### config.mk
export PLATFORM = sky130hd
export DESIGN_NAME = idle_gated_persist_scheduler_core
export DESIGN_NICKNAME = d
export VERILOG_FILES = /design/src/rtl/core/igps_pkg.sv /design/src/rtl/core/idle_gated_persist_scheduler_core.sv /design/src/rtl/core/igps_pend_cnt.sv
export SDC_FILE = /design/constraint.sdc
export NUM_CORES = 1
export LEC_CHECK = 0
export ABC_AREA = 1
export BUFFER_PORTS_ARGS = -buffer_cell sky130_fd_sc_hd__buf_2
export CAP_MARGIN = 20
export CORE_MARGIN = 4
export CORE_UTILIZATION = 41
export CTS_BUF_LIST = sky130_fd_sc_hd__clkbuf_4 sky130_fd_sc_hd__clkbuf_8
export CTS_CLUSTER_DIAMETER = 150
export DETAILED_ROUTE_END_ITERATION = 7
export PLACE_DENSITY = 0.68
export RECOVER_POWER = 100
export SLEW_MARGIN = 5
export SYNTH_ARGS = -nofsm -noshare
export SYNTH_HDL_FRONTEND = slang
export SYNTH_SLANG_ARGS = --single-unit
### constraint.sdc
create_clock -name clk_i -period 3.6 [get_ports clk_i]
set_clock_uncertainty 0.15 [all_clocks]
set_input_delay 0.18 -clock clk_i [delete_from_list [all_inputs] [get_ports clk_i]]
set_output_delay 0.18 -clock clk_i [all_outputs]
set_load 0.02 [all_outputs]
### src/rtl/core/igps_pkg.sv
// package for the idle gated persistence scheduler
// word types, request and phase codes, register indexes and reset values
// no dependencies
package igps_pkg;

  localparam int unsigned RegWidth = 16;
  localparam int unsigned RegIdxWidth = 2;

  typedef enum logic [2:0] {
    REQ_TICK      = 3'd0,
    REQ_WRITE_ALL = 3'd1,
    REQ_SETTINGS  = 3'd2,
    REQ_READ_FAIL = 3'd3,
    REQ_REARM     = 3'd4
  } req_e;

  typedef enum logic [1:0] {
    PH_WATCH = 2'd0,
    PH_WAIT  = 2'd1,
    PH_SAVE  = 2'd2
  } save_phase_e;

  typedef enum logic [RegIdxWidth-1:0] {
    REG_HOLDOFF    = 2'd0,
    REG_SAVE_DELAY = 2'd1,
    REG_WRITE_ALL  = 2'd2,
    REG_SETTINGS   = 2'd3
  } reg_idx_e;

  localparam logic [RegWidth-1:0] HoldoffReset   = 16'd5000;
  localparam logic [RegWidth-1:0] SaveDelayReset = 16'd500;
  localparam logic [RegWidth-1:0] WriteAllReset  = 16'd100;
  localparam logic [RegWidth-1:0] SettingsReset  = 16'd1000;

  typedef struct packed {
    logic [2:0] req_type;
    logic       raw_busy;
    logic       fail_item;
    logic       fail_load;
  } in_word_t;

  typedef struct packed {
    logic save_position;
    logic write_all;
    logic write_settings;
    logic alarm_master;
    logic alarm_backup;
    logic qualified_busy;
  } out_word_t;

endpackage

### src/rtl/core/idle_gated_persist_scheduler_core.sv
// top level of the idle gated persistence scheduler
// uses igps_pkg and igps_pend_cnt
//
// usage:
//   input channel in_valid_i / in_stall_o / in_word_i carries one request word:
//   a tick with the raw busy bit, a write-all or settings request, a read
//   failure report or an alarm rearm. every input word produces exactly one
//   output word on out_valid_o / out_stall_i / out_word_o with the save,
//   write and alarm pulses and the qualified busy status.
//   the result is registered: it enters the output register at the
//   accepting edge. one word is accepted every cycle while the input is
//   not stalled; the state update is a single pass of counters and compares
//   ahead of the output register.
//   when the receiver stalls, the output word holds and the input stalls
//   only while the output register is full and stalled.
//   configuration: cfg_we_i writes cfg_data_i into register cfg_idx_i
//   (hold-off, save delay, write-all threshold, settings threshold); write
//   only while no word is in flight.
//   reset: registers take their default values, state returns to watching
//   with busy assumed, alarms armed, nothing pending, output empty.
module idle_gated_persist_scheduler_core #(
  parameter int unsigned COUNT_WIDTH = 16
) (
  input  logic                             clk_i,
  input  logic                             rst_ni,
  input  logic                             cfg_we_i,
  input  logic [igps_pkg::RegIdxWidth-1:0] cfg_idx_i,
  input  logic [igps_pkg::RegWidth-1:0]    cfg_data_i,
  input  logic                             in_valid_i,
  output logic                             in_stall_o,
  input  igps_pkg::in_word_t               in_word_i,
  output logic                             out_valid_o,
  input  logic                             out_stall_i,
  output igps_pkg::out_word_t              out_word_o
);

  localparam int unsigned CmpWidth =
    (COUNT_WIDTH > igps_pkg::RegWidth) ? COUNT_WIDTH : igps_pkg::RegWidth;
  localparam logic [CmpWidth-1:0] CmaxExt = CmpWidth'({COUNT_WIDTH{1'b1}});

  logic [igps_pkg::RegWidth-1:0] holdoff_reg_q, save_delay_reg_q;
  logic [igps_pkg::RegWidth-1:0] write_all_reg_q, settings_reg_q;

  igps_pkg::save_phase_e  phase_q, phase_d;
  logic                   prev_busy_q, prev_busy_d;
  logic [COUNT_WIDTH-1:0] holdoff_q, holdoff_d;
  logic [COUNT_WIDTH-1:0] save_left_q, save_left_d;
  logic                   master_err_q, master_err_d;
  logic                   backup_err_q, backup_err_d;
  logic                   master_armed_q, master_armed_d;
  logic                   backup_armed_q, backup_armed_d;

  logic                   out_valid_q, out_valid_d;
  igps_pkg::out_word_t    out_word_q, out_word_d;

  logic                   accept;
  logic                   is_tick;
  logic                   busy;
  logic                   idle_tick;
  logic [COUNT_WIDTH-1:0] holdoff_dec, save_dec;
  logic [COUNT_WIDTH-1:0] holdoff_load, save_load;
  logic [CmpWidth-1:0]    holdoff_ext, save_ext;
  logic                   fire_all, fire_set;

  assign in_stall_o = out_valid_q && out_stall_i;
  assign accept     = in_valid_i && !in_stall_o;
  assign is_tick    = (in_word_i.req_type == igps_pkg::REQ_TICK);

  // saturated register loads and counter decrements that stop at zero
  always_comb begin
    holdoff_ext  = CmpWidth'(holdoff_reg_q);
    save_ext     = CmpWidth'(save_delay_reg_q);
    holdoff_load = (holdoff_ext > CmaxExt) ? {COUNT_WIDTH{1'b1}} : holdoff_ext[COUNT_WIDTH-1:0];
    save_load    = (save_ext > CmaxExt) ? {COUNT_WIDTH{1'b1}} : save_ext[COUNT_WIDTH-1:0];
    holdoff_dec  = (holdoff_q != '0) ? holdoff_q - COUNT_WIDTH'(1) : holdoff_q;
    save_dec     = (save_left_q != '0) ? save_left_q - COUNT_WIDTH'(1) : save_left_q;
  end

  always_comb begin
    phase_d        = phase_q;
    prev_busy_d    = prev_busy_q;
    holdoff_d      = holdoff_q;
    save_left_d    = save_left_q;
    master_err_d   = master_err_q;
    backup_err_d   = backup_err_q;
    master_armed_d = master_armed_q;
    backup_armed_d = backup_armed_q;
    out_word_d     = '0;

    if (is_tick) begin
      holdoff_d   = in_word_i.raw_busy ? holdoff_load : holdoff_dec;
      save_left_d = save_dec;
      busy        = in_word_i.raw_busy || (holdoff_d != '0);
      unique case (phase_q)
        igps_pkg::PH_WATCH: begin
          if (prev_busy_q && !busy) begin
            phase_d     = igps_pkg::PH_WAIT;
            save_left_d = save_load;
          end
          prev_busy_d = busy;
        end
        igps_pkg::PH_WAIT: begin
          if (busy) begin
            phase_d = igps_pkg::PH_WATCH;
          end else if (save_dec == '0) begin
            phase_d = igps_pkg::PH_SAVE;
          end
        end
        igps_pkg::PH_SAVE: begin
          phase_d                  = igps_pkg::PH_WATCH;
          out_word_d.save_position = 1'b1;
        end
        default: begin
          phase_d = igps_pkg::PH_WATCH;
        end
      endcase
    end else begin
      busy = (holdoff_q != '0);
      if (in_word_i.req_type == igps_pkg::REQ_READ_FAIL) begin
        if (!in_word_i.fail_item) begin
          master_err_d = 1'b1;
        end else if (in_word_i.fail_load) begin
          backup_err_d = 1'b1;
        end
      end
      if (in_word_i.req_type == igps_pkg::REQ_REARM) begin
        master_armed_d = 1'b1;
        backup_armed_d = 1'b1;
      end
    end

    if (master_err_d && master_armed_d) begin
      master_armed_d          = 1'b0;
      out_word_d.alarm_master = 1'b1;
    end
    if (master_err_d && backup_err_d && backup_armed_d) begin
      backup_armed_d          = 1'b0;
      out_word_d.alarm_backup = 1'b1;
    end

    out_word_d.write_all      = fire_all;
    out_word_d.write_settings = fire_set;
    out_word_d.qualified_busy = busy;
  end

  assign idle_tick = accept && is_tick && !busy;

  igps_pend_cnt #(
    .COUNT_WIDTH(COUNT_WIDTH)
  ) u_all_cnt (
    .clk_i      (clk_i),
    .rst_ni     (rst_ni),
    .req_i      (accept && (in_word_i.req_type == igps_pkg::REQ_WRITE_ALL)),
    .idle_tick_i(idle_tick),
    .thresh_i   (write_all_reg_q),
    .fire_o     (fire_all)
  );

  igps_pend_cnt #(
    .COUNT_WIDTH(COUNT_WIDTH)
  ) u_set_cnt (
    .clk_i      (clk_i),
    .rst_ni     (rst_ni),
    .req_i      (accept && (in_word_i.req_type == igps_pkg::REQ_SETTINGS)),
    .idle_tick_i(idle_tick),
    .thresh_i   (settings_reg_q),
    .fire_o     (fire_set)
  );

  // configuration registers
  always_ff @(posedge clk_i or negedge rst_ni) begin
    if (!rst_ni) begin
      holdoff_reg_q    <= igps_pkg::HoldoffReset;
      save_delay_reg_q <= igps_pkg::SaveDelayReset;
      write_all_reg_q  <= igps_pkg::WriteAllReset;
      settings_reg_q   <= igps_pkg::SettingsReset;
    end else if (cfg_we_i) begin
      unique case (cfg_idx_i)
        igps_pkg::REG_HOLDOFF:    holdoff_reg_q    <= cfg_data_i;
        igps_pkg::REG_SAVE_DELAY: save_delay_reg_q <= cfg_data_i;
        igps_pkg::REG_WRITE_ALL:  write_all_reg_q  <= cfg_data_i;
        igps_pkg::REG_SETTINGS:   settings_reg_q   <= cfg_data_i;
        default: ;
      endcase
    end
  end

  // scheduler state
  always_ff @(posedge clk_i or negedge rst_ni) begin
    if (!rst_ni) begin
      phase_q        <= igps_pkg::PH_WATCH;
      prev_busy_q    <= 1'b1;
      holdoff_q      <= '0;
      save_left_q    <= '0;
      master_err_q   <= 1'b0;
      backup_err_q   <= 1'b0;
      master_armed_q <= 1'b1;
      backup_armed_q <= 1'b1;
    end else if (accept) begin
      phase_q        <= phase_d;
      prev_busy_q    <= prev_busy_d;
      holdoff_q      <= holdoff_d;
      save_left_q    <= save_left_d;
      master_err_q   <= master_err_d;
      backup_err_q   <= backup_err_d;
      master_armed_q <= master_armed_d;
      backup_armed_q <= backup_armed_d;
    end
  end

  // output register
  assign out_valid_d = accept || (out_valid_q && out_stall_i);

  always_ff @(posedge clk_i or negedge rst_ni) begin
    if (!rst_ni) begin
      out_valid_q <= 1'b0;
    end else begin
      out_valid_q <= out_valid_d;
    end
  end

  always_ff @(posedge clk_i) begin
    if (accept) begin
      out_word_q <= out_word_d;
    end
  end

  assign out_valid_o = out_valid_q;
  assign out_word_o  = out_word_q;

endmodule

### src/rtl/core/igps_pend_cnt.sv
// pending request counter: counts idle ticks and fires once at threshold
// uses igps_pkg for the register width
module igps_pend_cnt #(
  parameter int unsigned COUNT_WIDTH = 16
) (
  input  logic                          clk_i,
  input  logic                          rst_ni,
  input  logic                          req_i,
  input  logic                          idle_tick_i,
  input  logic [igps_pkg::RegWidth-1:0] thresh_i,
  output logic                          fire_o
);

  localparam int unsigned CmpWidth =
    (COUNT_WIDTH > igps_pkg::RegWidth) ? COUNT_WIDTH : igps_pkg::RegWidth;

  logic                   pending_q, pending_d;
  logic [COUNT_WIDTH-1:0] count_q, count_d;
  logic [COUNT_WIDTH-1:0] count_inc;

  always_comb begin
    count_inc = (count_q == {COUNT_WIDTH{1'b1}}) ? count_q : count_q + COUNT_WIDTH'(1);
    fire_o    = pending_q && idle_tick_i &&
                (CmpWidth'(count_inc) >= CmpWidth'(thresh_i));
    pending_d = pending_q;
    count_d   = count_q;
    if (req_i) begin
      pending_d = 1'b1;
    end
    if (pending_q && idle_tick_i) begin
      if (fire_o) begin
        count_d   = '0;
        pending_d = 1'b0;
      end else begin
        count_d = count_inc;
      end
    end
  end

  always_ff @(posedge clk_i or negedge rst_ni) begin
    if (!rst_ni) begin
      pending_q <= 1'b0;
      count_q   <= '0;
    end else begin
      pending_q <= pending_d;
      count_q   <= count_d;
    end
  end

endmodule

==> flow_metrics.env, run 1 <==
export IMPL_grt_pass1_wl_um=39100
export IMPL_drv_cap=1
export IMPL_cts_sinks=144
export IMPL_slowest_stage="dfrtp_1"
export IMPL_layout_nets=1394
export IMPL_htree_levels=4
export IMPL_rsz0062_at_grt="yes"
export IMPL_power_per_cell_area_nw_per_um2=502
export IMPL_cp_cell_sequence="ha_2, inv_2, nor3_4, inv_1, nor2_2, nand3_2, nor2_4, nand2_4, nor2_4, buf_4, nor3_1, a21oi_1, ha_1, nand2_1, o21ai_0, nand2_1, o211ai_1, nand2_1, nand2_1, a31oi_4, buf_4, nor4_2"
export IMPL_slew_headroom=-0.561
export IMPL_totalWireLength_um=23400
export IMPL_grt_overflow_total=0
export IMPL_num_io_pins=37
export IMPL_cts_root_buf="clkbuf_8"
export IMPL_cts_tree="yes"
export IMPL_slew_violations=91
export IMPL_die_h_um=157
export IMPL_avgRoutedWirePerCell_um=14.4
export IMPL_die_w_um=157
export IMPL_power_uw=5230
export IMPL_yosysWarnings=0
export IMPL_start_kind="flop"
export IMPL_ys_seq_elements=144
export IMPL_nFillCells=2190
export IMPL_clk_pin_slew_worst_paths_ns=0.08
export IMPL_cpPeakStageDelay_ns=0.40
export IMPL_end_kind="flop"
export IMPL_worst_pin_slew_ns=2.34
export IMPL_place_gp_congestion=0.917
export IMPL_dr_pass1_iters=5
export IMPL_finalCriticalPeriod_ns=3.48
export IMPL_vias_per_cell=5.13
export IMPL_ff_latch_area_um2=3660
export IMPL_crit_family="simple AND/OR/NAND/NOR gates"
export IMPL_worstSetupPathType="flop to flop"
export IMPL_vias=8323
export IMPL_hpwl_um=16800
export IMPL_ys_types=40
export IMPL_cp_arrival_ns=3.53
export IMPL_rows=54
export IMPL_syn_avg_cell_area_um2=7.17
export IMPL_portBuffers=36
export IMPL_route_detailed_drc=0
export IMPL_cts_buffers_inserted=17
export IMPL_dieArea_um2=24500
export IMPL_async_reset_ff_frac=0.958
export IMPL_grt_max_degree=92
export IMPL_cpMostUsedCell="nand2_1"
export IMPL_setup_viol=0
export IMPL_netlist_instances=1261
export IMPL_n_antenna_cell=0
export IMPL_core_area_um2=21800
export IMPL_total_leakage_power_uw=0.00518
export IMPL_cts_buffer_depth=2
export IMPL_hp_class="input pin to flop"
export IMPL_status="complete, but fails checks"
export IMPL_fmax_mhz=287
export IMPL_finalHoldViolCount=0
export IMPL_area_growth_pct=15.2
export IMPL_syn_num_nets=1327
export IMPL_crit_buf_inv=4
export IMPL_track_usage=0.198
export IMPL_synth_area_um2=9050
export IMPL_timing_final_crit_share=0.968
export IMPL_antenna_left=0
export IMPL_multi_input_area_um2=4690
export IMPL_crit_required_ns=3.64
export IMPL_synthFlopType="dfrtp_1"
export IMPL_drt_iter0_drc=512
export IMPL_antenna_found_initial=0
export IMPL_fin_tns_setup_ns=0
export IMPL_start_util=0.416
export IMPL_ir_drop_mv=0.278
export IMPL_drive_above_1_share=0.122
export IMPL_synth_edf_count=6
export IMPL_yosysSeqAreaShare=0.405
export IMPL_grt_pass1_vias=7918
export IMPL_failed_checks="max-capacitance violations, max-slew violations"
export IMPL_clk_latency_ns=0.46
export IMPL_cp_max_fo=4
## worst paths after layout
check / cells after the start / slack [ns] / from / end
max in group asynchronous: 2 / 1.12 / rst_ni / u_all_cnt.count_q[15]
hold / removal: 4 / 0.05 / in_word_i[5] / u_set_cnt.pending_q
min in group asynchronous: 2 / 0.77 / rst_ni / holdoff_q[13]
setup / recovery: 22 / 0.12 / u_set_cnt.count_q[1] / out_word_o[3]
hold reg to reg: 2 / 0.34 / save_delay_reg_q[11] / save_delay_reg_q[11]
setup reg to reg: 22 / 0.12 / u_set_cnt.count_q[1] / out_word_o[3]
## power by group
| part | total, µW | internal, µW | switching (µW) |
|---|---|---|---|
| Combinational | 1620 | 581 | 1030 |
| Sequential | 2160 | 1910 | 247 |
| Clock | 1460 | 778 | 680 |
| Total | 5230 | 3270 | 1960 |
## sequential cells by signal, indices dropped and copies added (netlist names)
name,flops
phase_q,2
u_all_cnt.pending_q,1
master_err_q,1
out_valid_o,1
u_set_cnt.count_q,16
backup_err_q,1
backup_armed_q,1
u_all_cnt.count_q,16
prev_busy_q,1
save_delay_reg_q,16
settings_reg_q,16
u_set_cnt.pending_q,1
write_all_reg_q,16
out_word_o,6
holdoff_q,16
master_armed_q,1
save_left_q,16
holdoff_ext,16
## logic make-up after synthesis
| group | after synthesis | share of synthesized area |
|---|---|---|
| AND/OR/NAND/NOR | 656 | 0.313 |
| flip-flops | 144 | 0.405 |
| XOR/XNOR | 30 | 0.0290 |
| buffers and inverters | 212 | 0.0935 |
| AO/OA/AOI/OAI | 182 | 0.109 |
| adder cells (fa/ha/maj) | 37 | 0.0512 |
## per-stage QoR
step | hold slack, ns | util | setup WS (ns) | cells | instance area [µm²]
3_3_place_gp | 0.167 | 0.438 | 0.143 | 1554 | 9530
3_5_place_dp | 0.176 | 0.438 | 0.0881 | 1554 | 9530
2_1_floorplan | -0.266 | - | 0.0675 | 1261 | 9050
5_1_grt | 0.0361 | 0.479 | -0.0983 | 1621 | 10400
4_1_cts | 0.0216 | 0.471 | 0.0649 | 1613 | 10200
6_report | 0.0528 | 0.479 | 0.115 | 1621 | 10400
## worst register-to-register path, stage by stage (launching register included)
cell      delay [ns]
dfrtp_1         0.40
ha_2            0.20
inv_2           0.06
nor3_4          0.20
inv_1           0.07
nor2_2          0.16
nand3_2         0.13
nor2_4          0.15
nand2_4         0.07
nor2_4          0.14
buf_4           0.12
nor3_1          0.03
a21oi_1         0.20
ha_1            0.28
nand2_1         0.08
o21ai_0         0.09
nand2_1         0.07
o211ai_1        0.08
nand2_1         0.06
nand2_1         0.08
a31oi_4         0.21
buf_4           0.16
nor4_2          0.04
## Yosys cell counts, types with 2 or more instances
| cell | n | area (µm²) |
|---|---|---|
| a21oi_1 | 46 | 230 |
| a31oi_1 | 5 | 31.3 |
| buf_4 | 3 | 22.5 |
| buf_6 | 5 | 56.3 |
| clkbuf_1 | 30 | 113 |
| clkinv_1 | 3 | 11.3 |
| dfrtp_1 | 115 | 2880 |
| dfstp_2 | 23 | 604 |
| edfxtp_1 | 6 | 180 |
| ha_1 | 37 | 463 |
| inv_1 | 168 | 631 |
| inv_2 | 2 | 7.51 |
| nand2_1 | 377 | 1420 |
| nand2_2 | 3 | 18.8 |
| nand3_1 | 64 | 320 |
| nand3_2 | 2 | 20.0 |
| nand3_4 | 3 | 52.6 |
| nand3b_1 | 3 | 22.5 |
| nand4_1 | 39 | 244 |
| nor2_1 | 124 | 465 |
| nor2_2 | 7 | 43.8 |
| nor2_4 | 2 | 22.5 |
| nor3_1 | 14 | 70.1 |
| nor3b_1 | 2 | 15.0 |
| nor4_1 | 10 | 62.6 |
| o211ai_1 | 2 | 15.0 |
| o21ai_0 | 98 | 490 |
| o21ai_1 | 14 | 70.1 |
| o21ai_2 | 8 | 70.1 |
| o22ai_1 | 2 | 12.5 |
| o22ai_2 | 2 | 25.0 |
| o31ai_1 | 3 | 22.5 |
| or2_2 | 4 | 25.0 |
| xnor2_1 | 5 | 43.8 |
| xor2_1 | 25 | 219 |
## cells in the final DEF, fill, tap and decap left out, types with 10 or more instances in the layout
master         instances
dfstp_2               23
o21ai_1               14
xor2_1                25
clkbuf_1              12
dfrtp_1              115
buf_4                 22
nor3_1                10
a21oi_1               38
nand3_1               63
clkbuf_8              17
inv_1                167
dlygate4sd3_1         27
ha_1                  36
buf_2                 23
nand2_1              376
nand4_1               39
o21ai_0               97
nor2_1               120
## metal layers
| metal | routed length [µm] | up-vias | global-route usage | part of all wire |
|---|---|---|---|---|
| li1 | - | 4176 | - | - |
| met1 | 11300 | 3940 | 0.284 | 0.48 |
| met2 | 10700 | 190 | 0.313 | 0.46 |
| met3 | 1120 | 17 | 0.0362 | 0.048 |
| met4 | 235 | 0 | 0.0442 | 0.010 |
| met5 | 0 | - | 0 | 0 |
## final cells by class
type	instances	area share
clock buffers	18	0.0232
repair buffers	87	0.0606
clock inverters	14	0.0196
multi-input cells	905	0.449
well taps	280	0.0336
flip-flops and latches	144	0.351
inverters	173	0.0623
## repair_timing
action                                  CTS  global route
setup buffers                             0             7
endpoints found under the hold margin   144             0
endpoints found under the setup margin    0            36
gates resized for setup                   0            36
hold buffers                             27             0
Note: power is estimated with default switching activity, not from simulation.
==> run 2: changes to the inputs <==
--- a/config.mk
+++ b/config.mk
@@ -8,7 +8,6 @@
 export ABC_AREA = 1
 export BUFFER_PORTS_ARGS = -buffer_cell sky130_fd_sc_hd__buf_2
 export CAP_MARGIN = 20
-export CORE_MARGIN = 4
 export CORE_UTILIZATION = 41
 export CTS_BUF_LIST = sky130_fd_sc_hd__clkbuf_4 sky130_fd_sc_hd__clkbuf_8
 export CTS_CLUSTER_DIAMETER = 150
==> run 2 against run 1 <==
  * The flow still finishes with violations (max-capacitance violations, max-slew violations)
  * Maximum frequency rose by 3.9%
  * First-iteration DRC count rose by 21%
  * Critical path depth fell by 2
  * Via count fell by 1.0%
  * Register-to-register slack improved by 0.13 ns
  * Combinational power barely moved
  * Die area fell by 7.5%
  * Non-clock buffer count fell by 2
==> flow_metrics.env, run 2 (synthesized netlist as in run 1, its figures left out) <==
export IMPL_drv_cap=1
export IMPL_die_w_um=151
export IMPL_fin_cells=1614
export IMPL_route_detailed_drc=0
export IMPL_rsz0062_at_grt="yes"
export IMPL_slew_violations=86
export IMPL_hp_class="input pin to flop"
export IMPL_start_util=0.424
export IMPL_cp_max_fo=4
export IMPL_layout_common_cells="nand2_1 (376), inv_1 (168), nor2_1 (119)"
export IMPL_ir_drop_mv=0.291
export IMPL_crit_required_ns=3.74
export IMPL_worst_pin_slew_ns=2.18
export IMPL_power_per_cell_area_nw_per_um2=498
export IMPL_drive_above_1_share=0.110
export IMPL_grt_overflow_total=0
export IMPL_postPlaceCellArea_um2=9510
export IMPL_vias_per_cell=5.10
export IMPL_vias=8237
export IMPL_start_kind="flop"
export IMPL_dr_pass1_iters=5
export IMPL_clk_pin_slew_worst_paths_ns=0.09
export IMPL_core_area_um2=21400
export IMPL_avgRoutedWirePerCell_um=14.4
export IMPL_antenna_left=0
export IMPL_clk_latency_ns=0.46
export IMPL_portBuffers=36
export IMPL_grt_pass1_vias=7574
export IMPL_die_h_um=151
export IMPL_worstSetupPathType="flop to flop"
export IMPL_cts_root_buf="clkbuf_8"
export IMPL_grt_max_degree=86
export IMPL_grt_pass1_wl_um=37300
export IMPL_htree_levels=4
export IMPL_num_io_pins=37
export IMPL_final_common_cell="nand2_1"
export IMPL_totalWireLength_um=23300
export IMPL_layout_nets=1392
export IMPL_finalCriticalPeriod_ns=3.35
export IMPL_cts_tree="yes"
export IMPL_drt_iter0_drc=617
export IMPL_fin_tns_setup_ns=0
export IMPL_dp_cells=1548
export IMPL_timing_final_crit_share=0.932
export IMPL_total_leakage_power_uw=0.00516
export IMPL_setup_viol=0
export IMPL_cts_buffers_inserted=17
export IMPL_dieArea_um2=22700
export IMPL_cts_sinks=144
export IMPL_place_gp_congestion=0.885
export IMPL_track_usage=0.213
export IMPL_area_growth_pct=14.5
export IMPL_final_util=0.485
export IMPL_failed_checks="max-capacitance violations, max-slew violations"
export IMPL_end_kind="flop"
export IMPL_rows=53
export IMPL_cp_arrival_ns=3.49
export IMPL_finalHoldViolCount=0
export IMPL_fmax_mhz=298
export IMPL_hpwl_um=16500
export IMPL_n_antenna_cell=0
export IMPL_slew_headroom=-0.455
export IMPL_nFillCells=2103
export IMPL_cts_buffer_depth=2
export IMPL_design_area_um2=10400
export IMPL_antenna_found_initial=0
export IMPL_status="complete, but fails checks"
==> run 2: cell types whose count changed in the layout (fill, tap and decap cells not counted), sizes merged <==
cell / change
inv: -6
dlygate4sd3: -2
bufinv: -1
buf: -6
clkinvlp: -1
clkbuf: +14
==> run 2: critical path, cell delays in order, from the launching register on <==
cell and delay, ns:
dfrtp_1 0.41, ha_2 0.21, inv_1 0.07, nor3_2 0.14
inv_1 0.07, nor2_2 0.12, nand3_2 0.10, nor2_2 0.13
nand2_2 0.10, o31ai_1 0.25, inv_1 0.09, ha_1 0.27
nand2_1 0.06, inv_1 0.05, nand3_1 0.12, nor3_2 0.22
nand2_1 0.08, nand2_1 0.11, a31oi_4 0.06, buf_4 0.17
nor4_1 0.21
==> run 2: metrics by stage <==
stage / power (µW) / worst slack (ns) / hold slack (ns)
after floorplan: 3340 / 0.0675 / -0.266
after global placement: 3720 / 0.206 / 0.148
after detailed placement: 3750 / 0.114 / 0.156
after CTS: 5180 / 0.0795 / 0.0125
after global routing: 5540 / -0.0383 / 0.0551
final: 5160 / 0.246 / 0.00255
==> run 2: repair_timing <==
action                                  in CTS  in global routing
endpoints found under the setup margin       0                 36
hold buffers                                25                  0
hold endpoints to repair                   139                  0
setup buffers                                0                  4
resized for setup                            0                 27
==> run 2: path summary, 6_finish.rpt <==
| path | from | endpoint | slack, ns | cells after the start |
|---|---|---|---|---|
| max | u_set_cnt.count_q[1] | out_word_o[3] | 0.25 | 20 |
| min | cfg_data_i[1] | write_all_reg_q[1] | 0.003 | 3 |
| max reg2reg | u_set_cnt.count_q[1] | out_word_o[3] | 0.25 | 20 |
| min reg2reg | write_all_reg_q[15] | write_all_reg_q[15] | 0.34 | 2 |
| max in group asynchronous | rst_ni | write_all_reg_q[1] | 0.73 | 3 |
| min in group asynchronous | rst_ni | holdoff_q[13] | 0.72 | 2 |
==> run 2: power breakdown <==
part           switching, µW  leakage [µW]  total, µW  internal (µW)
clock                    634      0.000219       1410            775
combinational           1010       0.00315       1590            577
sequential               254       0.00179       2160           1910
==> run 2: routing by layer <==
metal / vias to the layer above / global-route usage / wire length (µm)
met4: 0 / 0.0571 / 319
met2: 201 / 0.329 / 10400
met5: - / 0 / 0
met1: 3834 / 0.305 / 11400
met3: 29 / 0.0364 / 1130
li1: 4173 / - / -
==> run 2: cell type report <==
type | instances | area, µm² | area share
Tap cell | 275 | 344 | 0.0332
Timing Repair Buffer | 85 | 651 | 0.0628
Multi-Input combinational cell | 905 | 4630 | 0.447
Sequential cell | 144 | 3660 | 0.354
Clock inverter | 6 | 108 | 0.0104
Clock buffer | 26 | 314 | 0.0303
Inverter | 173 | 649 | 0.0627
==> run 3: changes to the inputs <==
--- a/config.mk
+++ b/config.mk
@@ -6,7 +6,7 @@
 export NUM_CORES = 1
 export LEC_CHECK = 0
 export ABC_AREA = 1
-export BUFFER_PORTS_ARGS = -buffer_cell sky130_fd_sc_hd__buf_2
+export BUFFER_PORTS_ARGS = -buffer_cell sky130_fd_sc_hd__clkbuf_2
 export CAP_MARGIN = 20
 export CORE_UTILIZATION = 41
 export CTS_BUF_LIST = sky130_fd_sc_hd__clkbuf_4 sky130_fd_sc_hd__clkbuf_8
==> run 3 against run 2 <==
  * The run still ends with max-capacitance violations, max-slew violations left
  * Core utilization shrank 0.34 points
  * Final area shrank 0.70%
  * Sequential power is essentially flat
  * Highest routed layer unchanged
  * Count of clock-buffer cells in the layout grew 2
  * Sequential cell count is the same
  * Power grew 0.77%
  * Final cell count shrank 0.19%
  * Worst setup slack gained 0.0031 ns
  * Die area is the same
  * Sequential share of layout area grew 0.25 points
  * Register-to-register slack is essentially flat
==> flow_metrics.env, run 3 (synthesized netlist as in run 1, its figures left out) <==
export IMPL_place_gp_congestion=0.882
export IMPL_dr_pass1_iters=5
export IMPL_cp_max_fo=12
export IMPL_drt_iter0_drc=634
export IMPL_cts_root_buf="clkbuf_8"
export IMPL_timing_final_crit_share=0.931
export IMPL_totalWireLength_um=22900
export IMPL_route_detailed_drc=0
export IMPL_n_antenna_cell=0
export IMPL_start_util=0.424
export IMPL_cpPeakStageDelay_ns=0.42
export IMPL_r2r_cells=17
export IMPL_cts_buffer_depth=2
export IMPL_track_usage=0.212
export IMPL_die_h_um=151
export IMPL_layout_nets=1389
export IMPL_worstSetupPathType="flop to flop"
export IMPL_cp_arrival_ns=3.48
export IMPL_grt_pass1_vias=7498
export IMPL_clk_pin_slew_worst_paths_ns=0.07
export IMPL_antenna_found_initial=0
export IMPL_r2r_slack_ns=0.25
export IMPL_status="complete, but fails checks"
export IMPL_cts_sinks=144
export IMPL_grt_max_degree=94
export IMPL_postPlaceCellArea_um2=9510
export IMPL_portBuffers=36
export IMPL_fmax_mhz=298
export IMPL_power_per_cell_area_nw_per_um2=506
export IMPL_final_common_cell="nand2_1"
export IMPL_slew_headroom=-0.570
export IMPL_avgRoutedWirePerCell_um=14.2
export IMPL_vias_per_cell=5.05
export IMPL_crit_buf_inv=5
export IMPL_slew_violations=94
export IMPL_end_kind="flop"
export IMPL_antenna_left=0
export IMPL_failed_checks="max-capacitance violations, max-slew violations"
export IMPL_finalCriticalPeriod_ns=3.35
export IMPL_crit_family="simple AND/OR/NAND/NOR gates"
export IMPL_num_io_pins=37
export IMPL_clk_latency_ns=0.47
export IMPL_cp_cell_sequence="ha_1, inv_1, nor4_4, nand4_1, buf_4, o32ai_1, inv_1, ha_1, nand2_1, inv_1, nand3_1, nor3_1, nand2_1, nand2_1, a31oi_1, buf_4, nor4_1"
export IMPL_slowest_stage="dfrtp_1"
export IMPL_core_area_um2=21400
export IMPL_fin_cells=1611
export IMPL_drive_above_1_share=0.107
export IMPL_ir_drop_mv=0.275
export IMPL_hpwl_um=16600
export IMPL_cts_buffers_inserted=17
export IMPL_cp_depth=17
export IMPL_whs_path_depth=4
export IMPL_dp_cells=1548
export IMPL_design_area_um2=10300
export IMPL_setup_viol=0
export IMPL_rows=53
export IMPL_finalHoldViolCount=0
export IMPL_htree_levels=4
export IMPL_area_growth_pct=13.7
export IMPL_nFillCells=2134
export IMPL_layout_common_cells="nand2_1 (376), inv_1 (168), nor2_1 (120)"
export IMPL_crit_required_ns=3.72
export IMPL_die_w_um=151
export IMPL_cts_tree="yes"
export IMPL_worst_pin_slew_ns=2.36
export IMPL_grt_overflow_total=0
export IMPL_dieArea_um2=22700
export IMPL_start_kind="flop"
export IMPL_hp_class="input pin to flop"
export IMPL_vias=8132
export IMPL_grt_pass1_wl_um=37000
export IMPL_total_leakage_power_uw=0.00511
export IMPL_drv_cap=1
## run 3: tightest hold or removal path, cell delays in order
cell	delay [ns]
clkbuf_2	0.10
nand3_1	0.12
buf_8	0.20
o21ai_0	0.10
## run 3: path summary, 6_finish.rpt
path | start | end
max | u_all_cnt.count_q[0] | out_word_o[4]
min | cfg_idx_i[0] | save_delay_reg_q[8]
max reg2reg | u_all_cnt.count_q[0] | out_word_o[4]
min reg2reg | save_delay_reg_q[11] | save_delay_reg_q[11]
max in group asynchronous | rst_ni | backup_err_q
min in group asynchronous | rst_ni | holdoff_q[11]
## run 3: final cells by class
| cell class | count | area (µm²) | area share |
|---|---|---|---|
| Multi-Input combinational cell | 905 | 4600 | 0.447 |
| Sequential cell | 144 | 3660 | 0.356 |
| Inverter | 173 | 649 | 0.0631 |
| Timing Repair Buffer | 82 | 587 | 0.0570 |
| Clock buffer | 28 | 348 | 0.0338 |
| Tap cell | 275 | 344 | 0.0334 |
| Clock inverter | 4 | 97.6 | 0.00949 |
## run 3: per-layer routing
metal / GRT usage / up-vias / part of all wire
met1: 0.302 / 3772 / 0.49
li1: - / 4170 / -
met5: 0 / - / 0
met4: 0.0652 / 0 / 0.015
met2: 0.329 / 162 / 0.45
met3: 0.0315 / 28 / 0.045
## run 3: report_power, final
| part | total, µW | switching (µW) | internal, µW |
|---|---|---|---|
| sequential | 2160 | 249 | 1910 |
| combinational | 1590 | 1020 | 573 |
| clock | 1450 | 627 | 826 |
| total | 5200 | 1890 | 3310 |
## run 3: timing repair
action,4_1_cts,5_1_grt
hold buffers,27,0
gates resized for setup,0,20
endpoints found under the setup margin,0,36
setup buffers,0,2
endpoints found under the hold margin,144,0
## run 3: metrics by stage
step	setup slack, ns	TNS [ns]	power, µW	utilization	hold WS, ns
floorplan	0.0675	0	3340	-	-0.266
finish	0.250	0	5200	0.482	0.0979
global placement	0.208	0	3710	0.445	0.178
detailed placement	0.121	0	3740	0.445	0.183
global route	-0.0577	-0.335	5580	0.482	0.119
CTS	0.101	0	5220	0.479	0.124
